`src/rtl/imc_pkg.sv`:
```
// ----------------------------------------------------------------------------
// imc_pkg
// Shared types and constants of the impulse meter counter: transaction
// payloads, request and report codes, register indexes and divider widths.
// ----------------------------------------------------------------------------
package imc_pkg;

    // Request codes on the input channel.
    localparam logic [1:0] REQ_IMPULSE  = 2'd0;
    localparam logic [1:0] REQ_PERIODIC = 2'd1;
    localparam logic [1:0] REQ_PRESET   = 2'd2;

    // Report codes on the output channel.
    localparam logic [1:0] KIND_IMPULSE  = 2'd0;
    localparam logic [1:0] KIND_PERIODIC = 2'd1;
    localparam logic [1:0] KIND_PRESET   = 2'd2;

    // Configuration port geometry and register indexes.
    localparam int CFG_IDX_W  = 3;
    localparam int CFG_DATA_W = 32;
    localparam logic [CFG_IDX_W-1:0] CFG_UNITS_PER_TICK    = 3'd0;
    localparam logic [CFG_IDX_W-1:0] CFG_EXPONENT_PER_TICK = 3'd1;
    localparam logic [CFG_IDX_W-1:0] CFG_UNITS_PER_MS      = 3'd2;
    localparam logic [CFG_IDX_W-1:0] CFG_EXPONENT_PER_MS   = 3'd3;
    localparam logic [CFG_IDX_W-1:0] CFG_ZERO_LIMIT_S      = 3'd4;
    localparam logic [CFG_IDX_W-1:0] CFG_WINDOW_MS         = 3'd5;

    // Time and scaling constants.
    localparam logic [31:0] MS_PER_S       = 32'd1000;
    localparam logic [25:0] MS_PER_S_NUM   = 26'd1000;
    localparam logic [31:0] PRESET_LAST_MS = 32'h7FFF_FFFF;
    localparam logic [4:0]  TICKS_MAX      = 5'd31;

    // Power divider: numerator is units_per_ms * 1000 in Q.16, below 2^42.
    localparam int NUM_W     = 42;
    localparam int DEN_W     = 32;
    localparam int DIV_CNT_W = 6;
    localparam int POWER_W   = 48;

    // Input transaction payload.
    typedef struct packed {
        logic [1:0]  req_type;
        logic [31:0] edge_time_ms;
        logic [31:0] now_ms;
        logic        pin_level;
        logic [31:0] preset_value;
    } t_in_item;

    // Output transaction payload.
    typedef struct packed {
        logic [1:0]         report_kind;
        logic [31:0]        abs_count;
        logic [47:0]        counter_mantissa;
        logic [POWER_W-1:0] power_mantissa;
        logic               power_saturated;
        logic               idle;
        logic [4:0]         window_ticks;
        logic [19:0]        window_mantissa;
    } t_out_item;

    // Divider request and response.
    typedef struct packed {
        logic             start;
        logic [NUM_W-1:0] num;
        logic [DEN_W-1:0] den;
    } t_div_req;

    typedef struct packed {
        logic             busy;
        logic             done;
        logic [NUM_W-1:0] quo;
    } t_div_rsp;

endpackage

```
`src/rtl/impulse_meter_counter.sv`:
```
// ----------------------------------------------------------------------------
// impulse_meter_counter
// Meter impulse counter with power estimate and recent-impulse window.
//
// Input channel (i_in_valid / o_in_stall / i_in_item) carries one request per
// transaction: an impulse event, a periodic report or a preset of the count.
// Output channel (o_out_valid / i_out_stall / o_out_item) returns at most one
// report per request. Rejected impulses (pin high) and request code 3 return
// nothing. Configuration is written through i_cfg_we / i_cfg_idx /
// i_cfg_wdata; write it only while the block is idle, which the block itself
// does not enforce. The block works on one request at a time. A preset or an
// impulse that needs no division passes S_MUL to S_EMIT; an impulse
// whose power needs a division waits in S_DIV for the 42-step divider, and a
// periodic report waits in S_SCAN for the scan of the ring memory through its
// single read port. The output register lets the next request be accepted
// while a report waits on a stalled receiver; the block then holds the
// following report until the register frees up.
// Synchronous reset clears the count, ring pointer, ring valid bits and loads
// the register defaults; no clearing pass is needed.
// ----------------------------------------------------------------------------
module impulse_meter_counter
    import imc_pkg::*;
#(
    parameter int RING_DEPTH = 16
) (
    input  logic                  i_clk,
    input  logic                  i_rst_n,
    input  logic                  i_in_valid,
    output logic                  o_in_stall,
    input  t_in_item              i_in_item,
    output logic                  o_out_valid,
    input  logic                  i_out_stall,
    output t_out_item             o_out_item,
    input  logic                  i_cfg_we,
    input  logic [CFG_IDX_W-1:0]  i_cfg_idx,
    input  logic [CFG_DATA_W-1:0] i_cfg_wdata
);

    localparam int AW    = $clog2(RING_DEPTH);
    localparam int CNT_W = $clog2(RING_DEPTH + 1);

    // Sequencer states.
    localparam logic [2:0] S_IDLE = 3'd0;
    localparam logic [2:0] S_MUL  = 3'd1;
    localparam logic [2:0] S_DIV  = 3'd2;
    localparam logic [2:0] S_SCAN = 3'd3;
    localparam logic [2:0] S_EMIT = 3'd4;

    logic [2:0]   r_state;
    logic [2:0]   n_state;

    // Configuration registers.
    logic [15:0]  r_units_per_tick;
    logic [15:0]  r_units_per_ms;
    logic [15:0]  r_zero_limit_s;
    logic [31:0]  r_window_ms;

    // Counter state.
    logic [31:0]  r_count;
    logic [31:0]  r_last_counted;
    logic [31:0]  r_last_edge;
    logic [AW-1:0] r_ptr;

    // Per-request working registers.
    logic [1:0]         r_kind;
    logic [47:0]        r_cmant;
    logic [POWER_W-1:0] r_power;
    logic               r_sat;
    logic               r_idle;
    logic [31:0]        r_start;
    logic [AW:0]        r_scan_idx;
    logic [CNT_W-1:0]   r_scan_cnt;
    logic               r_cmp_v;

    // Output register.
    logic       r_out_valid;
    t_out_item  r_out_item;

    logic        w_accept;
    logic        w_count_evt;
    logic [31:0] w_limit;
    logic [31:0] w_interval;
    logic        w_over;
    logic        w_zero;
    logic [25:0] w_num_int;
    logic        w_rd_en;
    logic [31:0] w_rd_data;
    logic        w_out_free;
    logic [4:0]  w_ticks;
    logic [20:0] w_wmant;
    logic [47:0] w_cmant;

    t_div_req    w_div_req;
    t_div_rsp    w_div_rsp;

    // Handshake and request decode.
    assign o_in_stall  = (r_state != S_IDLE);
    assign w_accept    = i_in_valid && !o_in_stall;
    assign w_count_evt = w_accept && (i_in_item.req_type == REQ_IMPULSE)
                         && !i_in_item.pin_level;
    assign w_out_free  = !r_out_valid || !i_out_stall;

    // Interval tests and divider operands.
    assign w_limit    = 32'(r_zero_limit_s) * MS_PER_S;
    assign w_interval = i_in_item.edge_time_ms - r_last_counted;
    assign w_over     = (w_interval > w_limit);
    assign w_zero     = (w_interval == '0);
    assign w_num_int  = 26'(r_units_per_ms) * MS_PER_S_NUM;

    assign w_div_req.start = w_count_evt && !w_over && !w_zero;
    assign w_div_req.num   = {w_num_int, 16'd0};
    assign w_div_req.den   = w_interval;

    imc_div u_div (
        .i_clk   (i_clk),
        .i_rst_n (i_rst_n),
        .i_req   (w_div_req),
        .o_rsp   (w_div_rsp)
    );

    // Ring memory: written when an impulse is counted, read by the scan.
    assign w_rd_en = (r_state == S_SCAN) && (r_scan_idx < (AW+1)'(RING_DEPTH));

    imc_ring #(
        .DEPTH (RING_DEPTH),
        .AW    (AW)
    ) u_ring (
        .i_clk     (i_clk),
        .i_rst_n   (i_rst_n),
        .i_wr_en   (w_count_evt),
        .i_wr_addr (r_ptr),
        .i_wr_data (i_in_item.edge_time_ms),
        .i_rd_en   (w_rd_en),
        .i_rd_addr (r_scan_idx[AW-1:0]),
        .o_rd_data (w_rd_data)
    );

    // Configuration writes; the exponent registers only matter downstream.
    always_ff @(posedge i_clk) begin
        if (!i_rst_n) begin
            r_units_per_tick <= 16'd1;
            r_units_per_ms   <= 16'd1;
            r_zero_limit_s   <= 16'd60;
            r_window_ms      <= 32'd60000;
        end else if (i_cfg_we) begin
            case (i_cfg_idx)
                CFG_UNITS_PER_TICK: r_units_per_tick <= i_cfg_wdata[15:0];
                CFG_UNITS_PER_MS:   r_units_per_ms   <= i_cfg_wdata[15:0];
                CFG_ZERO_LIMIT_S:   r_zero_limit_s   <= i_cfg_wdata[15:0];
                CFG_WINDOW_MS:      r_window_ms      <= i_cfg_wdata;
                default: begin
                end
            endcase
        end
    end

    // Sequencer next state.
    always_comb begin
        n_state = r_state;
        case (r_state)
            S_IDLE: begin
                if (w_accept) begin
                    case (i_in_item.req_type)
                        REQ_IMPULSE: begin
                            if (!i_in_item.pin_level) begin
                                n_state = w_div_req.start ? S_DIV : S_MUL;
                            end
                        end
                        REQ_PERIODIC: n_state = S_SCAN;
                        REQ_PRESET:   n_state = S_MUL;
                        default:      n_state = S_IDLE;
                    endcase
                end
            end
            S_MUL:  n_state = S_EMIT;
            S_DIV: begin
                if (w_div_rsp.done) begin
                    n_state = S_EMIT;
                end
            end
            S_SCAN: begin
                if (!w_rd_en && !r_cmp_v) begin
                    n_state = S_EMIT;
                end
            end
            S_EMIT: begin
                if (w_out_free) begin
                    n_state = S_IDLE;
                end
            end
            default: n_state = S_IDLE;
        endcase
    end

    // Counter state, updated when a request is accepted.
    always_ff @(posedge i_clk) begin
        if (!i_rst_n) begin
            r_state        <= S_IDLE;
            r_count        <= '0;
            r_last_counted <= PRESET_LAST_MS;
            r_last_edge    <= '0;
            r_ptr          <= '0;
            r_cmp_v        <= 1'b0;
        end else begin
            r_state <= n_state;
            r_cmp_v <= w_rd_en;
            if (w_accept && (i_in_item.req_type == REQ_IMPULSE)) begin
                r_last_edge <= i_in_item.edge_time_ms;
            end
            if (w_count_evt) begin
                r_count        <= r_count + 1'b1;
                r_last_counted <= i_in_item.edge_time_ms;
                r_ptr <= (r_ptr == AW'(RING_DEPTH - 1)) ? '0 : r_ptr + 1'b1;
            end
            if (w_accept && (i_in_item.req_type == REQ_PRESET)) begin
                r_count        <= i_in_item.preset_value;
                r_last_counted <= PRESET_LAST_MS;
            end
        end
    end

    // Counter mantissa, registered in the cycle after the count.
    assign w_cmant = 48'(r_count) * 48'(r_units_per_tick);

    always_ff @(posedge i_clk) begin
        r_cmant <= w_cmant;
    end

    // Per-request working registers: power, idle test and window scan.
    always_ff @(posedge i_clk) begin
        if (w_accept) begin
            r_kind     <= i_in_item.req_type;
            r_power    <= '0;
            r_sat      <= 1'b0;
            r_idle     <= ((w_limit + r_last_edge) < i_in_item.now_ms);
            r_start    <= i_in_item.now_ms - r_window_ms;
            r_scan_idx <= '0;
            r_scan_cnt <= '0;
            if (w_count_evt && !w_over && w_zero) begin
                r_power <= '1;
                r_sat   <= 1'b1;
            end
        end else begin
            if ((r_state == S_DIV) && w_div_rsp.done) begin
                r_power <= POWER_W'(w_div_rsp.quo);
            end
            if (w_rd_en) begin
                r_scan_idx <= r_scan_idx + 1'b1;
            end
            if (r_cmp_v && (w_rd_data > r_start)) begin
                r_scan_cnt <= r_scan_cnt + 1'b1;
            end
        end
    end

    // Window count, saturated to the field width.
    assign w_ticks = (32'(r_scan_cnt) > 32'(TICKS_MAX)) ? TICKS_MAX : 5'(r_scan_cnt);
    assign w_wmant = 21'(w_ticks) * 21'(r_units_per_tick);

    // Output register.
    always_ff @(posedge i_clk) begin
        if (!i_rst_n) begin
            r_out_valid <= 1'b0;
        end else if ((r_state == S_EMIT) && w_out_free) begin
            r_out_valid <= 1'b1;
        end else if (!i_out_stall) begin
            r_out_valid <= 1'b0;
        end
    end

    always_ff @(posedge i_clk) begin
        if ((r_state == S_EMIT) && w_out_free) begin
            r_out_item.report_kind      <= r_kind;
            r_out_item.abs_count        <= r_count;
            r_out_item.counter_mantissa <= r_cmant;
            r_out_item.power_mantissa   <= (r_kind == KIND_IMPULSE) ? r_power : '0;
            r_out_item.power_saturated  <= (r_kind == KIND_IMPULSE) && r_sat;
            r_out_item.idle             <= (r_kind == KIND_PERIODIC) && r_idle;
            r_out_item.window_ticks     <= (r_kind == KIND_PERIODIC) ? w_ticks : '0;
            r_out_item.window_mantissa  <= (r_kind == KIND_PERIODIC) ? w_wmant[19:0] : '0;
        end
    end

    assign o_out_valid = r_out_valid;
    assign o_out_item  = r_out_item;

    // The divider only runs while the sequencer waits for it.
    a_div_in_state: assert property (@(posedge i_clk) disable iff (!i_rst_n)
        w_div_rsp.busy |-> (r_state == S_DIV))
        else $error("divider busy outside the divide state");

    // A new report appears only out of the emit state.
    a_emit_source: assert property (@(posedge i_clk) disable iff (!i_rst_n)
        (o_out_valid && !$past(o_out_valid)) |-> ($past(r_state) == S_EMIT))
        else $error("report loaded outside the emit state");

    // The scan never reads past the end of the ring.
    a_scan_bound: assert property (@(posedge i_clk) disable iff (!i_rst_n)
        (r_state == S_SCAN) |-> (r_scan_idx <= (AW+1)'(RING_DEPTH)))
        else $error("ring scan index beyond depth");

    // A report waiting on a stalled receiver is not overwritten.
    a_hold_report: assert property (@(posedge i_clk) disable iff (!i_rst_n)
        (o_out_valid && i_out_stall) |=> (o_out_valid && $stable(o_out_item)))
        else $error("stalled report changed");

endmodule

```
`src/rtl/imc_div.sv`:
```
// ----------------------------------------------------------------------------
// imc_div
// Restoring radix-2 divider for the power estimate: one quotient bit per
// cycle until all NUM_W bits are in, one-cycle done pulse at the end.
// ----------------------------------------------------------------------------
module imc_div
    import imc_pkg::*;
(
    input  logic     i_clk,
    input  logic     i_rst_n,
    input  t_div_req i_req,
    output t_div_rsp o_rsp
);

    logic                 r_busy;
    logic                 r_done;
    logic [DIV_CNT_W-1:0] r_cnt;
    logic [DEN_W-1:0]     r_rem;
    logic [DEN_W-1:0]     r_den;
    logic [NUM_W-1:0]     r_quo;

    logic [DEN_W:0]       w_shift;
    logic [DEN_W:0]       w_diff;
    logic                 w_fit;

    // Trial subtraction of the shifted partial remainder.
    assign w_shift = {r_rem, r_quo[NUM_W-1]};
    assign w_diff  = w_shift - {1'b0, r_den};
    assign w_fit   = (w_shift >= {1'b0, r_den});

    // Control: busy flag, step counter and done pulse.
    always_ff @(posedge i_clk) begin
        if (!i_rst_n) begin
            r_busy <= 1'b0;
            r_done <= 1'b0;
            r_cnt  <= '0;
        end else begin
            r_done <= 1'b0;
            if (i_req.start) begin
                r_busy <= 1'b1;
                r_cnt  <= DIV_CNT_W'(NUM_W - 1);
            end else if (r_busy) begin
                r_cnt <= r_cnt - 1'b1;
                if (r_cnt == '0) begin
                    r_busy <= 1'b0;
                    r_done <= 1'b1;
                end
            end
        end
    end

    // Datapath: the numerator shifts out as the quotient shifts in.
    always_ff @(posedge i_clk) begin
        if (i_req.start) begin
            r_rem <= '0;
            r_den <= i_req.den;
            r_quo <= i_req.num;
        end else if (r_busy) begin
            r_rem <= w_fit ? w_diff[DEN_W-1:0] : w_shift[DEN_W-1:0];
            r_quo <= {r_quo[NUM_W-2:0], w_fit};
        end
    end

    assign o_rsp.busy = r_busy;
    assign o_rsp.done = r_done;
    assign o_rsp.quo  = r_quo;

endmodule

```
`src/rtl/imc_ring.sv`:
```
// ----------------------------------------------------------------------------
// imc_ring
// Ring of recent impulse times: one write port and one registered read port.
// Per-entry valid bits make never-written entries read as zero after reset.
// ----------------------------------------------------------------------------
module imc_ring
    import imc_pkg::*;
#(
    parameter int DEPTH = 16,
    parameter int AW    = 4
) (
    input  logic          i_clk,
    input  logic          i_rst_n,
    input  logic          i_wr_en,
    input  logic [AW-1:0] i_wr_addr,
    input  logic [31:0]   i_wr_data,
    input  logic          i_rd_en,
    input  logic [AW-1:0] i_rd_addr,
    output logic [31:0]   o_rd_data
);

    logic [31:0]      r_mem [DEPTH];
    logic [DEPTH-1:0] r_vld;
    logic [31:0]      r_rd_q;
    logic             r_rd_hit;

    // Storage array and registered read.
    always_ff @(posedge i_clk) begin
        if (i_wr_en) begin
            r_mem[i_wr_addr] <= i_wr_data;
        end
        if (i_rd_en) begin
            r_rd_q <= r_mem[i_rd_addr];
        end
    end

    // Valid bits, cleared by reset, and the valid bit of the entry read.
    always_ff @(posedge i_clk) begin
        if (!i_rst_n) begin
            r_vld    <= '0;
            r_rd_hit <= 1'b0;
        end else begin
            if (i_wr_en) begin
                r_vld[i_wr_addr] <= 1'b1;
            end
            if (i_rd_en) begin
                r_rd_hit <= r_vld[i_rd_addr];
            end
        end
    end

    assign o_rd_data = r_rd_hit ? r_rd_q : '0;

endmodule

```
`config.mk`:
```
export PLATFORM = sky130hd
export DESIGN_NAME = impulse_meter_counter
export DESIGN_NICKNAME = d
export VERILOG_FILES = /design/src/rtl/imc_pkg.sv /design/src/rtl/impulse_meter_counter.sv /design/src/rtl/imc_div.sv /design/src/rtl/imc_ring.sv
export SDC_FILE = /design/constraint.sdc
export NUM_CORES = 2
export LEC_CHECK = 0
export BUFFER_PORTS_ARGS = -buffer_cell sky130_fd_sc_hd__buf_2
export CAP_MARGIN = 20
export CORE_ASPECT_RATIO = 1.2
export CORE_MARGIN = 5
export CORE_UTILIZATION = 65
export DETAILED_ROUTE_END_ITERATION = 12
export GPL_TIMING_DRIVEN = 0
export PLACE_DENSITY = 0.83
export SETUP_SLACK_MARGIN = 0.5
export SYNTH_ARGS = -nofsm -noshare
export SYNTH_HDL_FRONTEND = slang
export SYNTH_SLANG_ARGS = --single-unit
```
`constraint.sdc`:
```
create_clock -name i_clk -period 16 [get_ports i_clk]
set_clock_uncertainty 0.15 [all_clocks]
set_input_delay 0.8 -clock i_clk [delete_from_list [all_inputs] [get_ports i_clk]]
set_output_delay 0.8 -clock i_clk [all_outputs]
set_load 0.05 [all_outputs]
```
# After elaboration in Yosys (flattened, before gate mapping)
# Memories as Yosys holds them, arrays and structs flattened. A register that Yosys moved wholly into a read port is not among the register bits.
# Cells that the tools add are included.
# word_totals
reg_bits,615
ram_bits,512
input_bits,139
out_inout_bits,159
elab_cells,154
mem_count,1
# op_classes
addsub,9
multipliers,4
magnitude_cmp,8
n_eq_ne,17
mux,33
bitwise,3
reduce_logical,42
# memory_table
name,depth,width,rd,rd_ports_with_merged_regs,write_ports,line,text
u_ring.r_mem,16,32,1,1,1,imc_ring.sv:22,logic [31:0] r_mem [DEPTH];
# ops
cell,n
$mux W48,3
$mux W32,4
$sub A32 B32 Y32,3
$mux W42,2
$mul A32 B16 Y48,1
$mul A16 B7 Y23 const B,2
$ge A33 B32 Y1,1
$add A26 B32 Y32,1
$add A32 B1 Y32 const B,1
$gt A32 B26 Y1,1
$gt A32 B32 Y1,1
$logic_not A32 Y1,1
$lt A32 B32 Y1,1
$mul A5 B16 Y20,1
$or A16 B16 Y16,1
$logic_and A1 B1 Y1,15
$mux W3,5
$pmux W3 S5,1
$mux W6,2
$mux W1,11
$add A5 B1 Y5 const B,2
$lt A4 B5 Y1 const B,2
$eq A3 B2 Y1 const B,3
$eq A3 B3 Y1 const B,3
28 further kinds,48

# Logic depth before layout (Yosys ltp)
# depth
word_depth,12
mapped_depth,32
depth_no_buf,32

# Cells and area by module
# Synthesis repeated with hierarchy kept, for this count alone.
# hier_totals
cells_unflattened,6562
hier_area_um2,74527.7
# by_module_without_submodules
mod,n_inst,cells_each,area_each_um2,seq_area_each_um2
impulse_meter_counter,1,5092,46923.8,11801.3
imc_ring,1,851,21106.5,16676.0
imc_div,1,619,6497.5,3022.9

# Least setup slack after synthesis
# OpenSTA, ideal clock, no wires.
# synth_timing
path_kind,input port to flip-flop
start,in i_out_stall
end,"reg r_out_item (netlist bit o_out_item[0]), enable pin"
setup_time_ns,0.715
arrival_ns,8.127
required_time_ns,15.135
path_slack_ns,7.009
cell_stages,1
path_buffers,0
cell_sequence,a21oi_1
# synth_between
elab_chain_len,3
# synth_rtl
element,line,text
start: declaration,impulse_meter_counter.sv:32,"input logic i_out_stall,"
$logic_not A1 Y1,--,
$logic_or A1 B1 Y1,impulse_meter_counter.sv:101,assign w_out_free = !r_out_valid || !i_out_stall;
$logic_and A1 B1 Y1,impulse_meter_counter.sv:272,if ((r_state == S_EMIT) && w_out_free) begin
end: declaration,impulse_meter_counter.sv:77,t_out_item r_out_item;
# No other way between the ends.
# A chain may end at the register's enable or synchronous reset.

# Worst setup path in the final report
# layout_timing
start,reg r_zero_limit_s[1]
end,"reg u_div.r_den[18], enable pin"
# layout_between
elab_chain_len,5
# layout_rtl
element,line,text
start: declaration,impulse_meter_counter.sv:55,logic [15:0] r_zero_limit_s;
start signal: assignment,impulse_meter_counter.sv:149,CFG_ZERO_LIMIT_S: r_zero_limit_s <= i_cfg_wdata[15:0];
$mul A16 B7 Y23,impulse_meter_counter.sv:104,assign w_limit = 32'(r_zero_limit_s) * MS_PER_S;
$gt A32 B26 Y1,impulse_meter_counter.sv:106,assign w_over = (w_interval > w_limit);
$logic_not A1 Y1,impulse_meter_counter.sv:110,assign w_div_req.start = w_count_evt && !w_over && !w_zero;
$logic_and A1 B1 Y1 (2 in a row),impulse_meter_counter.sv:110,
end signal: assignment,imc_div.sv:56,r_den <= i_req.den;
end: declaration,imc_div.sv:19,logic [DEN_W-1:0] r_den;
# No other way between the ends.

==> run_results.csv <==
group,metric,value,unit
status,status,"complete, no violations",
sta,fin_ws,6.537,ns
synth,synth.top_cell.area_share,0.3399,
synth,synthFlopType,"edfxtp_1",
pwr,p_sw,2.061,mW
synth,async_flop_share,0,
synth,syn-num-nets,7589,
synth,synth_area,0.07333,mm2
synth,ys_types,90,
placement,placement.io_buffers,297,
pwr,combPwrFrac,0.169,
hold_path,hold_path.class,"input port to register",
synth,yosysTopAreaCell,"edfxtp_1",
sta,finalCriticalPeriod,9.463,ns
sta,fin_crit_sh,0.5914,
sta,rsz0062_at_grt,"no",
synth,yosysMostFrequentCell,"nand2_1",
placement,preCtsSetupSlack,6.568,ns
clocking,clock_path_buffers,3,
global_route,antenna_found_initial,22,
route,ant_nets,0,
pwr,cell_internal_pwr,5.269,mW
sta,hold_viol,0,
layout,area_growth,10.88,%
global_route,grt_pass1_wl,339.1,mm
worst_setup_path,critPathSlowestCell,"buf_2",
pwr,peakVddDrop,142.5,uV
clocking,cts_setup_buffers,0,
hold_path,hp-start,"i_cfg_wdata[22]",
worst_setup_path,critPathCaptureType,"register",
synth,ys_top_cells_by_count,"917 x nand2_1, 830 x edfxtp_1, 760 x inv_1",
layout,fin_nets,8033,
sta,fmax,105.7,MHz
clocking,cts_tree,"built",
global_route,grt_pass1_vias,55487,
worst_setup_path,path_max_fanout,41,
clocking,cts_buffers,105,
route,routedWlPerCell,27.13,um
die,initial_core_util,0.6518,
route,drt_wl_total,229.8,mm
sta,relSlewSlack,0.1343,
worst_setup_path,required,16.19,ns
clocking,clk_pin_slew,0.06,ns
layout,drive_gt1_frac,0.1126,
placement,dp_hpwl,160.4,mm
route,via_per_inst,6.404,
pwr,power_density,90.16,mW/mm2
synth,synth_warnings,0,
worst_setup_path,r2r-start,"r_zero_limit_s[1]",
route,drc,0,
sta,slew_viol_final,0,
route,first_pass_iters,10,
worst_setup_path,cp_data_arrival_time,9.65,ns
synth,synth.avg_cell_area,11.44,um2
worst_setup_path,critPathLaunch,"r_zero_limit_s[1]",
synth,yosysSeqAreaShare,0.4270,
pwr,p_leak,33.08,nW
pwr,power.share.clock,0.375,
pwr,seqPwrFrac,0.456,
flow_run,maxCapViolCount,0,
synth,synth.area.top_cells,"edfxtp_1 34%, fa_1 16%, dfxtp_1 8.7%",
die,core,0.1125,mm2
placement,place_congestion,0.9846,
clocking,cts.sinks,1149,
worst_setup_path,start_kind,"register",
route,drt_iter0_drc,6784,
die,row_count,135,
synth,syn_inst,6408,
global_route,gr-total-overflow,0,
synth,synth_edf_count,830,
synth,synth-seq-cells,1149,
die,io_pins,298,
clocking,hold_buffers,0,
die,die_y,377.9,um
sta,finalSetupViolCount,0,
die,fp.dieW,316.6,um
clocking,root_buffer,"clkbuf_16",
clocking,post_cts_resized,0,
sta,worst_pin_slew,1.299,ns
global_route,grtUsageTotal,0.3850,
sta,fin_tns_setup,0,ns
clocking,clk_latency,0.81,ns
worst_setup_path,path_class,"register to register",
clocking,ctsHtreeMaxLevel,3,
global_route,grt_max_degree,42,
route,num_vias,54242,
worst_setup_path,cp_common_cell,"fa_1",
pwr,swShare,0.2812,
die,die-area,0.1197,mm2
worst_setup_path,cp_slowest_stage_delay,0.76,ns
through the flow:
stage	hold WS (ns)	power (mW)	instances	util	cell area, um2
after floorplan	0.2355	4.212	6408	-	73330
final	0.09263	7.330	8470	0.7227	81300
after CTS	0.06842	7.291	8441	0.7210	81110
after global routing	0.08661	7.577	8453	0.7223	81260
after detailed placement	0.2387	4.586	8242	0.6875	77340
after global placement	0.2388	4.537	8212	0.6818	76700
cells by family after synthesis:
| logic type | share of synthesized area |
|---|---|
| AND/OR/NAND/NOR | 0.1148 |
| multiplexers | 0.05928 |
| XOR/XNOR | 0.02817 |
| buffers and inverters | 0.05602 |
| AO/OA/AOI/OAI | 0.07848 |
| adder cells (fa/ha/maj) | 0.2363 |
| flip-flops | 0.4270 |
area by class of cell:
cell class / count / area, um2
inverters: 763 / 2864
clock buffers: 128 / 2775
clock inverters: 71 / 991.0
plain buffers: 307 / 1246
flip-flops and latches: 1149 / 31310
repair buffers: 337 / 2232
diodes: 19 / 47.55
multi-input cells: 4189 / 37950
fillers: 7533 / 31190
well taps: 1507 / 1886
registers in the layout (all words and copies together) (netlist names), 16 cells and up:
name / count
u_div.r_quo: 42
r_start: 32
u_ring.r_mem: 512
u_ring.r_rd_q: 32
u_div.r_den: 32
r_zero_limit_s: 16
u_div.r_rem: 32
r_count: 32
r_units_per_ms: 16
u_ring.r_vld: 16
r_window_ms: 32
r_cmant: 48
r_last_edge: 32
r_power: 43
r_last_counted: 32
r_units_per_tick: 16
o_out_item: 152
layout by cell type (no fill, tap or decap), drive strengths merged, types with 71 or more instances in the layout:
| master | Yosys | layout |
|---|---|---|
| nand2 | 917 | 917 |
| edfxtp | 830 | 830 |
| inv | 762 | 766 |
| fa | 571 | 571 |
| ha | 471 | 471 |
| buf | 58 | 393 |
| clkbuf | 249 | 378 |
| dfxtp | 319 | 319 |
| a21oi | 313 | 313 |
| and2 | 287 | 287 |
| nor2 | 234 | 234 |
| mux4 | 165 | 165 |
| xnor2 | 147 | 147 |
| a21o | 114 | 114 |
| o21ai | 113 | 113 |
| xor2 | 88 | 88 |
| nor3 | 71 | 71 |
critical path, delay by kind of cell (launching register included):
kind            cells  cell delay (ns)
buf+inv             4             1.18
fa+ha+maj           6             2.67
simple gates        8             2.01
flops               1             0.57
xor+xnor            1             0.19
compound gates      8             2.26
power by group through the flow:
stage | logic [mW] | clock network, mW | registers (mW)
finish | 1.24 | 2.75 | 3.34
global route | 1.34 | 2.89 | 3.35
CTS | 1.20 | 2.75 | 3.34
detailed placement | 1.18 | 0 | 3.40
global placement | 1.13 | 0 | 3.41
floorplan | 0.763 | 0 | 3.45
layer usage:
metal  share of wire  vias to the layer above  GRT usage  wire length [um]
met3            0.13                     1178     0.1270             29080
met4           0.086                       18     0.2552             19720
met1            0.33                    26366     0.4480             74840
li1                -                    22728          -                 -
met5          0.0010                        -          0               236
met2            0.46                     3952     0.6123            105900
final timing paths:
check | end | slack [ns] | depth (start not counted)
setup reg to reg | u_div.r_den[18] | 6.54 | 27
hold reg to reg | o_out_item[118] | 0.23 | 0
setup / recovery | u_div.r_den[18] | 6.54 | 27
hold / removal | r_window_ms[22] | 0.09 | 3
Power figures use the tool's default switching activity.
